[src/hw/rtl/prf_pkg.sv]
// Shared types and constants of the pcap record framer.
package prf_pkg;

    // Command codes on the input channel
    localparam logic [1:0] CMD_START = 2'd0;
    localparam logic [1:0] CMD_BYTE  = 2'd1;
    localparam logic [1:0] CMD_STOP  = 2'd2;

    // Kinds of output run built for one input transaction
    localparam logic [1:0] KIND_GLOBAL = 2'd0;
    localparam logic [1:0] KIND_RECORD = 2'd1;
    localparam logic [1:0] KIND_DATA   = 2'd2;

    // Configuration register indexes (paddr[2])
    localparam logic REG_SNAP_LENGTH = 1'b0;
    localparam logic REG_LINK_TYPE   = 1'b1;

    localparam int          PADDR_W      = 3;
    localparam logic [31:0] PCAP_MAGIC   = 32'ha1b2c3d4;
    localparam logic [15:0] SNAP_RESET   = 16'd256;
    localparam logic [31:0] LINK_RESET   = 32'd105;
    localparam logic [15:0] NO_FRAME     = 16'hFFFF;
    localparam logic [15:0] VER_MAJOR    = 16'd2;
    localparam logic [15:0] VER_MINOR    = 16'd4;
    localparam logic [19:0] USEC_PER_SEC = 20'd1000000;

    // 1e6 = 64 * 15625; floor(2^32 / 15625) gives a quotient estimate that
    // is exact or one low for any 26-bit dividend.
    localparam logic [18:0] RECIP_15625  = 19'd274877;

    localparam int RUN_BYTES = 24;
    localparam int RUN_W     = RUN_BYTES * 8;

    typedef struct packed {
        logic [1:0]  kind;
        logic        has_data;
        logic [7:0]  data;
        logic [15:0] incl;
        logic [15:0] flen;
        logic [31:0] rel;
        logic [31:0] frames;
        logic [31:0] bytes;
    } prf_item_t;

endpackage

[src/hw/rtl/prf_ingress.sv]
// Command decode, session state and the input register of the framer.
module prf_ingress (
    input  logic                aclk,
    input  logic                aresetn,
    input  logic                accept,
    input  logic                adv,
    input  logic [1:0]          cmd,
    input  logic [7:0]          data_byte,
    input  logic                first_of_frame,
    input  logic [15:0]         frame_length,
    input  logic [31:0]         timestamp_us,
    input  logic [15:0]         snap_length,
    output logic                item_valid,
    output prf_pkg::prf_item_t  item
);
    import prf_pkg::*;

    logic        capturing_reg, capturing_next;
    logic [31:0] base_time_reg, base_time_next;
    logic [15:0] byte_position_reg, byte_position_next;
    logic [31:0] frame_counter_reg, frame_counter_next;
    logic [31:0] byte_counter_reg, byte_counter_next;
    logic        item_valid_reg;
    prf_item_t   item_reg, item_next;
    logic        emit;
    logic [15:0] incl;
    logic [15:0] pos_eff;
    logic        keep;

    assign incl    = (frame_length < snap_length) ? frame_length : snap_length;
    assign pos_eff = first_of_frame ? 16'd0 : byte_position_reg;
    assign keep    = pos_eff < incl;

    always_comb begin
        capturing_next     = capturing_reg;
        base_time_next     = base_time_reg;
        byte_position_next = byte_position_reg;
        frame_counter_next = frame_counter_reg;
        byte_counter_next  = byte_counter_reg;
        emit               = 1'b0;
        item_next.kind     = KIND_DATA;
        item_next.has_data = 1'b0;
        case (cmd)
            CMD_START: begin
                if (!capturing_reg) begin
                    capturing_next     = 1'b1;
                    base_time_next     = timestamp_us;
                    byte_position_next = NO_FRAME;
                    frame_counter_next = 32'd0;
                    byte_counter_next  = 32'd0;
                    emit               = 1'b1;
                    item_next.kind     = KIND_GLOBAL;
                end
            end
            CMD_STOP: begin
                capturing_next = 1'b0;
            end
            CMD_BYTE: begin
                if (capturing_reg) begin
                    if (first_of_frame) begin
                        frame_counter_next = frame_counter_reg + 32'd1;
                        byte_counter_next  = byte_counter_reg + 32'd16 + {16'd0, incl};
                    end
                    byte_position_next = keep ? pos_eff + 16'd1 : pos_eff;
                    emit               = first_of_frame | keep;
                    item_next.kind     = first_of_frame ? KIND_RECORD : KIND_DATA;
                    item_next.has_data = keep;
                end
            end
            default: ;
        endcase
        item_next.data   = data_byte;
        item_next.incl   = incl;
        item_next.flen   = frame_length;
        item_next.rel    = timestamp_us - base_time_reg;
        item_next.frames = frame_counter_next;
        item_next.bytes  = byte_counter_next;
    end

    always_ff @(posedge aclk) begin
        if (!aresetn) begin
            capturing_reg     <= 1'b0;
            base_time_reg     <= 32'd0;
            byte_position_reg <= 16'd0;
            frame_counter_reg <= 32'd0;
            byte_counter_reg  <= 32'd0;
            item_valid_reg    <= 1'b0;
        end else begin
            if (accept) begin
                capturing_reg     <= capturing_next;
                base_time_reg     <= base_time_next;
                byte_position_reg <= byte_position_next;
                frame_counter_reg <= frame_counter_next;
                byte_counter_reg  <= byte_counter_next;
            end
            if (adv) begin
                item_valid_reg <= accept & emit;
            end
        end
    end

    always_ff @(posedge aclk) begin
        if (adv) begin
            item_reg <= item_next;
        end
    end

    assign item_valid = item_valid_reg;
    assign item       = item_reg;

endmodule

[src/hw/rtl/prf_time_split.sv]
// Two multiply stages that estimate seconds of the relative capture time.
module prf_time_split (
    input  logic                aclk,
    input  logic                aresetn,
    input  logic                adv,
    input  logic                in_valid,
    input  prf_pkg::prf_item_t  in_item,
    output logic                out_valid,
    output prf_pkg::prf_item_t  out_item,
    output logic [12:0]         q_est,
    output logic [31:0]         qm
);
    import prf_pkg::*;

    logic        b_valid_reg;
    prf_item_t   b_item_reg;
    logic [44:0] prod_reg;
    logic        c_valid_reg;
    prf_item_t   c_item_reg;
    logic [12:0] q_est_reg;
    logic [31:0] qm_reg;
    logic [12:0] q_raw;
    logic [32:0] qm_full;

    // rel / 1e6 == (rel >> 6) / 15625
    assign q_raw   = prod_reg[44:32];
    assign qm_full = q_raw * USEC_PER_SEC;

    always_ff @(posedge aclk) begin
        if (!aresetn) begin
            b_valid_reg <= 1'b0;
            c_valid_reg <= 1'b0;
        end else if (adv) begin
            b_valid_reg <= in_valid;
            c_valid_reg <= b_valid_reg;
        end
    end

    always_ff @(posedge aclk) begin
        if (adv) begin
            b_item_reg <= in_item;
            prod_reg   <= in_item.rel[31:6] * RECIP_15625;
            c_item_reg <= b_item_reg;
            q_est_reg  <= q_raw;
            qm_reg     <= qm_full[31:0];
        end
    end

    assign out_valid = c_valid_reg;
    assign out_item  = c_item_reg;
    assign q_est     = q_est_reg;
    assign qm        = qm_reg;

endmodule

[src/hw/rtl/prf_serializer.sv]
// Result register: builds the byte run of one transaction and drains it.
module prf_serializer (
    input  logic                aclk,
    input  logic                aresetn,
    input  logic                in_valid,
    input  prf_pkg::prf_item_t  in_item,
    input  logic [12:0]         q_est,
    input  logic [31:0]         qm,
    input  logic [15:0]         snap_length,
    input  logic [31:0]         link_type,
    input  logic                m_ready,
    output logic                adv,
    output logic                m_valid,
    output logic [7:0]          m_out_byte,
    output logic                m_last_in_run,
    output logic [31:0]         m_frames_written,
    output logic [31:0]         m_bytes_written
);
    import prf_pkg::*;

    logic               res_valid_reg;
    logic [4:0]         idx_reg;
    logic [4:0]         last_idx_reg, last_idx_next;
    logic [RUN_W-1:0]   run_reg, run_next;
    logic [31:0]        frames_reg;
    logic [31:0]        bytes_reg;
    logic [31:0]        r_full;
    logic [20:0]        r0;
    logic               over;
    logic [12:0]        sec;
    logic [19:0]        usec;
    logic [20:0]        r_sub;

    // Fix the quotient estimate with one compare and subtract
    assign r_full = in_item.rel - qm;
    assign r0     = r_full[20:0];
    assign over   = r0 >= {1'b0, USEC_PER_SEC};
    assign r_sub  = r0 - {1'b0, USEC_PER_SEC};
    assign sec    = over ? q_est + 13'd1 : q_est;
    assign usec   = over ? r_sub[19:0] : r0[19:0];

    always_comb begin
        case (in_item.kind)
            KIND_GLOBAL: begin
                run_next      = {link_type, 16'd0, snap_length, 64'd0,
                                 VER_MINOR, VER_MAJOR, PCAP_MAGIC};
                last_idx_next = 5'd23;
            end
            KIND_RECORD: begin
                run_next      = {56'd0, in_item.data, 16'd0, in_item.flen,
                                 16'd0, in_item.incl, 12'd0, usec, 19'd0, sec};
                last_idx_next = in_item.has_data ? 5'd16 : 5'd15;
            end
            KIND_DATA: begin
                run_next      = {{(RUN_W-8){1'b0}}, in_item.data};
                last_idx_next = 5'd0;
            end
            default: begin
                run_next      = '0;
                last_idx_next = 5'd0;
            end
        endcase
    end

    assign m_last_in_run = idx_reg == last_idx_reg;
    assign adv           = !res_valid_reg || (m_ready && m_last_in_run);

    always_ff @(posedge aclk) begin
        if (!aresetn) begin
            res_valid_reg <= 1'b0;
            idx_reg       <= 5'd0;
        end else if (adv) begin
            res_valid_reg <= in_valid;
            idx_reg       <= 5'd0;
        end else if (m_ready) begin
            idx_reg <= idx_reg + 5'd1;
        end
    end

    always_ff @(posedge aclk) begin
        if (adv) begin
            run_reg      <= run_next;
            last_idx_reg <= last_idx_next;
            frames_reg   <= in_item.frames;
            bytes_reg    <= in_item.bytes;
        end
    end

    assign m_valid          = res_valid_reg;
    assign m_out_byte       = run_reg[{idx_reg, 3'b000} +: 8];
    assign m_frames_written = frames_reg;
    assign m_bytes_written  = bytes_reg;

endmodule

[src/hw/rtl/pcap_record_framer.sv]
// Top level of the pcap record framer: APB registers and the framing pipeline.
//
// The framer turns a capture session into a little-endian pcap byte stream,
// one byte per output transaction. A start command (taken only while no session
// is open) latches the base time, clears the frame and byte counters and sends
// the 24-byte global header. A frame byte flagged as first of frame sends the
// 16-byte record header (seconds and microseconds since start, included length,
// original length) and then, as every frame byte does, its data byte as long as
// fewer than min(frame_length, snap_length) bytes of the frame have passed.
// Stop closes the session; commands that make no bytes vanish silently.
// Every byte of a run carries the counter values after its transaction, and
// m_last_in_run marks the run's final byte. Rate: a transaction producing
// N bytes holds the output until all N bytes are taken (1 for a data byte,
// 16 or 17 for a frame start, 24 for a start), and an input transaction is
// taken in any cycle in which the result register is empty or the last byte
// of its run is taken, so a stream of data bytes moves at one per cycle
// while m_ready stays high. The one-byte-per-cycle output serializer sets
// this figure. From input to the first byte an item passes the input
// register, two multiply stages that split the microsecond time by 1e6, and
// the result register. Registers: snap_length at byte address 0 (reset 256),
// link_type at 4 (reset 105); write them only while the block is idle.
module pcap_record_framer (
    input  logic                        aclk,
    input  logic                        aresetn,
    // input channel
    input  logic                        s_valid,
    output logic                        s_ready,
    input  logic [1:0]                  s_cmd,
    input  logic [7:0]                  s_data_byte,
    input  logic                        s_first_of_frame,
    input  logic [15:0]                 s_frame_length,
    input  logic [31:0]                 s_timestamp_us,
    // result channel
    output logic                        m_valid,
    input  logic                        m_ready,
    output logic [7:0]                  m_out_byte,
    output logic                        m_last_in_run,
    output logic [31:0]                 m_frames_written,
    output logic [31:0]                 m_bytes_written,
    // configuration port
    input  logic                        psel,
    input  logic                        penable,
    input  logic                        pwrite,
    input  logic [prf_pkg::PADDR_W-1:0] paddr,
    input  logic [31:0]                 pwdata,
    output logic [31:0]                 prdata,
    output logic                        pready
);
    import prf_pkg::*;

    logic [15:0] snap_length_reg;
    logic [31:0] link_type_reg;
    logic        cfg_write;
    logic        adv;
    logic        accept;
    logic        a_valid;
    prf_item_t   a_item;
    logic        c_valid;
    prf_item_t   c_item;
    logic [12:0] q_est;
    logic [31:0] qm;

    // Register block: write on the access phase, word select by paddr[2]
    assign pready    = 1'b1;
    assign cfg_write = psel && penable && pwrite && pready;

    always_ff @(posedge aclk) begin
        if (!aresetn) begin
            snap_length_reg <= SNAP_RESET;
            link_type_reg   <= LINK_RESET;
        end else if (cfg_write) begin
            if (paddr[2] == REG_SNAP_LENGTH) begin
                snap_length_reg <= pwdata[15:0];
            end else begin
                link_type_reg <= pwdata;
            end
        end
    end

    always_comb begin
        if (paddr[2] == REG_LINK_TYPE) begin
            prdata = link_type_reg;
        end else begin
            prdata = {16'd0, snap_length_reg};
        end
    end

    // The whole pipeline advances together; hold it while a run drains
    assign s_ready = adv;
    assign accept  = s_valid && s_ready;

    prf_ingress u_ingress (
        .aclk           (aclk),
        .aresetn        (aresetn),
        .accept         (accept),
        .adv            (adv),
        .cmd            (s_cmd),
        .data_byte      (s_data_byte),
        .first_of_frame (s_first_of_frame),
        .frame_length   (s_frame_length),
        .timestamp_us   (s_timestamp_us),
        .snap_length    (snap_length_reg),
        .item_valid     (a_valid),
        .item           (a_item)
    );

    prf_time_split u_time_split (
        .aclk      (aclk),
        .aresetn   (aresetn),
        .adv       (adv),
        .in_valid  (a_valid),
        .in_item   (a_item),
        .out_valid (c_valid),
        .out_item  (c_item),
        .q_est     (q_est),
        .qm        (qm)
    );

    prf_serializer u_serializer (
        .aclk             (aclk),
        .aresetn          (aresetn),
        .in_valid         (c_valid),
        .in_item          (c_item),
        .q_est            (q_est),
        .qm               (qm),
        .snap_length      (snap_length_reg),
        .link_type        (link_type_reg),
        .m_ready          (m_ready),
        .adv              (adv),
        .m_valid          (m_valid),
        .m_out_byte       (m_out_byte),
        .m_last_in_run    (m_last_in_run),
        .m_frames_written (m_frames_written),
        .m_bytes_written  (m_bytes_written)
    );

endmodule

[config.mk]
export PLATFORM = sky130hd
export DESIGN_NAME = pcap_record_framer
export DESIGN_NICKNAME = d
export VERILOG_FILES = /design/src/hw/rtl/prf_pkg.sv /design/src/hw/rtl/prf_ingress.sv /design/src/hw/rtl/prf_time_split.sv /design/src/hw/rtl/prf_serializer.sv /design/src/hw/rtl/pcap_record_framer.sv
export SDC_FILE = /design/constraint.sdc
export NUM_CORES = 2
export LEC_CHECK = 0
export BUFFER_PORTS_ARGS = -buffer_cell sky130_fd_sc_hd__buf_2
export CAP_MARGIN = 40
export CORE_MARGIN = 2
export CORE_UTILIZATION = 59
export CTS_CLUSTER_SIZE = 14
export DETAILED_ROUTE_END_ITERATION = 7
export HOLD_SLACK_MARGIN = 0.02
export PLACE_DENSITY = 0.81
export SYNTH_ARGS = -nofsm -noshare
export SYNTH_HDL_FRONTEND = slang
export SYNTH_SLANG_ARGS = --single-unit
[constraint.sdc]
create_clock -name aclk -period 15.7 [get_ports aclk]
set_clock_uncertainty 0.05 [all_clocks]
set_input_delay 1.57 -clock aclk [delete_from_list [all_inputs] [get_ports aclk]]
set_output_delay 1.57 -clock aclk [all_outputs]
set_load 0.02 [all_outputs]
==> flow_metrics.tcl <==
set metrics [dict create \
    boundaryPins 209 \
    drive_gt1_share_pct 11.3 \
    fin_nets 4516 \
    drt-wirelength-per-cell_um 19.5 \
    cp_num_cells 22 \
    ys_seq_elements 784 \
    cts-resized-gates 0 \
    synth_top_family_by_area "adder cells" \
    min_period_ns 6.69 \
    clk_latency_ns 0.64 \
    numPortBuffers 205 \
    cts_tree "yes" \
    grt_pass1_wl_um 151000 \
    rows 98 \
    path_cells "inv_1 > ha_1 > fa_1 > inv_1 > ha_1 > inv_1 > fa_1 > inv_1 > fa_1 > inv_1 > fa_1 > inv_1 > ha_1 > nand4_1 > nor4_1 > nand2_1 > o311ai_1 > o211ai_1 > a21oi_1 > o41ai_1 > or4b_1 > nand3_1" \
    die_x_um 273 \
    postCtsSetupBuffers 0 \
    largest_reg_flops 139 \
    holdCritPathClass "flop to flop" \
    slowest_delay_ns 0.60 \
    drtAntennaViolNets 0 \
    hold_violations 0 \
    path_common_cell "inv_1" \
    crit_family "adder cells" \
    crit_buf_inv 6 \
    critPathKind "flop to flop" \
    worst_pin_slew_ns 0.860 \
    ys_async_sr_fraction_pct 0 \
    first_pass_iters 7 \
    die_area_um2 74500 \
    path_clk_slew_ns 0.06 \
    synth_warnings 0 \
    initial_core_util_pct 59.7 \
    startpoint_type "flop" \
    critPathArrivalTime_ns 7.14 \
    ys_seq_area_share_pct 51.2 \
    synth_top_area_share_pct 43.2 \
    grt_pass1_vias 27795 \
    clock.fmax_mhz 149 \
    rsz0062_at_grt "false" \
    synth_common_cells "614 x edfxtp_1, 487 x inv_1, 343 x nand2_1, 310 x ha_1, 231 x a21oi_1" \
    gr-total-overflow 0 \
    viasPerCell 5.75 \
    whs_ns 0.354 \
    root_buffer "clkbuf_16" \
    synthSimpleGateAreaFrac_pct 10.5 \
    synth-xor-area-share_pct 1.89 \
    dpl.hpwl_um 68500 \
    yosysUniqueCellTypes 87 \
    clockBufferDepth 3 \
    cts_sinks 784 \
    syn_nets 4326 \
    finalSetupTns_ns 0 \
    holdBufCountCts 0 \
    via_count 28351 \
    setup_violations 0 \
    die_height_um 273 \
    required_ns 16.15 \
    grtUsageTotal_pct 26.0 \
    final-max-slew-violation-count 0 \
    max_cap_violations 0 \
    grt_max_degree 74 \
    status "complete, no violations" \
    cp-end-kind "flop" \
    synth.most_common_cell "edfxtp_1" \
    syn-cell-area_um2 42700 \
    cts.htree.levels 3 \
    area_growth_syn_to_layout_pct 11.5 \
    drc 0 \
    finalWirelength_um 96000 \
    ys_top_cells_by_area "edfxtp_1 43%, fa_1 9.1%, ha_1 9.1%, dfxtp_1 8.0%, inv_1 4.3%" \
    cts_inserted_buffers 80 \
    synth_fa_ha_area_share_pct 18.2 \
    synth_enable_flop_cells 614 \
    post-route-util_pct 66.5 \
    synth_top_cell_by_area "edfxtp_1" \
    avgSynthCellArea_um2 11.5 \
    fin_crit_sh_pct 42.6 \
    syn_inst 3721 \
    synth_compound_area_share_pct 10.4 \
    grt_antenna_before_repair 5 \
    critPathSlowestCell "nor4_1" \
    hold_depth 0 \
    r2r.worst_path.cells 22 \
    muxShareOfSynthArea_pct 2.23 \
    slew_headroom_pct 41.9 \
    drtIter0Drc 2691 \
    synth_ff_type "edfxtp_1" \
    core_um2 71500 \
    place_congestion 0.929 \
    worstPathMaxFanout 5 \
]
## stage by stage
| stage | cell area (µm²) | cells | setup slack, ns |
|---|---|---|---|
| 2_1_floorplan | 42700 | 3721 | 3.30 |
| 3_3_place_gp | 44600 | 4767 | 8.77 |
| 3_5_place_dp | 44800 | 4779 | 8.63 |
| 4_1_cts | 47600 | 4929 | 8.96 |
| 5_1_grt | 47600 | 4930 | 8.74 |
| 6_report | 47600 | 4931 | 9.01 |
## path summary, 6_finish.rpt
check | end | slack (ns) | startpoint
setup / recovery | u_time_split.prod_reg[42] | 9.01 | u_ingress.item[94]
hold / removal | u_time_split.b_item_reg[41] | 0.35 | u_ingress.item[41]
setup reg to reg | u_time_split.prod_reg[42] | 9.01 | u_ingress.item[94]
hold reg to reg | u_time_split.b_item_reg[41] | 0.35 | u_ingress.item[41]
## layer usage
| layer | track usage, % | part of all wire (%) |
|---|---|---|
| met2 | 42.4 | 48 |
| met3 | 5.05 | 7.9 |
| met1 | 35.2 | 42 |
| met5 | 0 | 0.028 |
| met4 | 8.44 | 3.0 |
## cell type report
cell class                      count  area, µm²
Clock buffer                      113       2280
Inverter                          488       1830
Timing Repair Buffer              243       1470
Clock inverter                     37        452
Sequential cell                   784      21800
Multi-Input combinational cell   2314      18500
Tap cell                          950       1190
Fill cell                        5131      23900
Antenna cell                        2       5.00
## layout by cell type (no fill, tap or decap), types with 18 or more instances in the layout
master | netlist | final
o21a_1 | 18 | 18
and3_1 | 36 | 36
mux2_2 | 23 | 23
a21oi_1 | 231 | 231
nand3_1 | 83 | 83
o31ai_1 | 26 | 26
clkbuf_1 | 109 | 21
and2_1 | 104 | 104
a21o_1 | 59 | 59
nand4_1 | 36 | 36
edfxtp_1 | 614 | 614
nand2_1 | 343 | 342
nor2_1 | 175 | 171
inv_1 | 487 | 486
buf_2 | 11 | 206
xor2_1 | 34 | 34
a31oi_1 | 32 | 32
nand2b_1 | 21 | 21
buf_4 | 2 | 27
o21ai_0 | 158 | 158
nor2b_1 | 26 | 26
o211ai_1 | 20 | 20
xnor2_1 | 58 | 58
dfxtp_1 | 170 | 168
mux2i_1 | 40 | 40
fa_1 | 194 | 194
nor3_1 | 57 | 57
clkbuf_16 | 0 | 83
ha_1 | 310 | 310
## cells by family (layout without fill, tap and decap cells)
| group | Yosys count | after routing |
|---|---|---|
| and+or+nand+nor | 943 | 943 |
| DFF | 784 | 784 |
| AOI/OAI and AO/OA | 698 | 698 |
| buffers and inverters | 623 | 881 |
| adders and majority gates | 504 | 504 |
| xor gates and xnor gates | 92 | 92 |
| muxes | 76 | 76 |
| other | 1 | 3 |
## worst reg2reg max path: cells and delay by family (launching register included)
family / cells / cell delay (ns)
flops: 1 / 0.50
fa+ha+maj: 7 / 3.00
compound gates: 4 / 1.09
simple gates: 5 / 1.46
buf+inv: 6 / 0.48
Power is left out: the tool's default activity adds up to more than one toggle a clock period on the data nets, which glitch-free logic cannot reach.
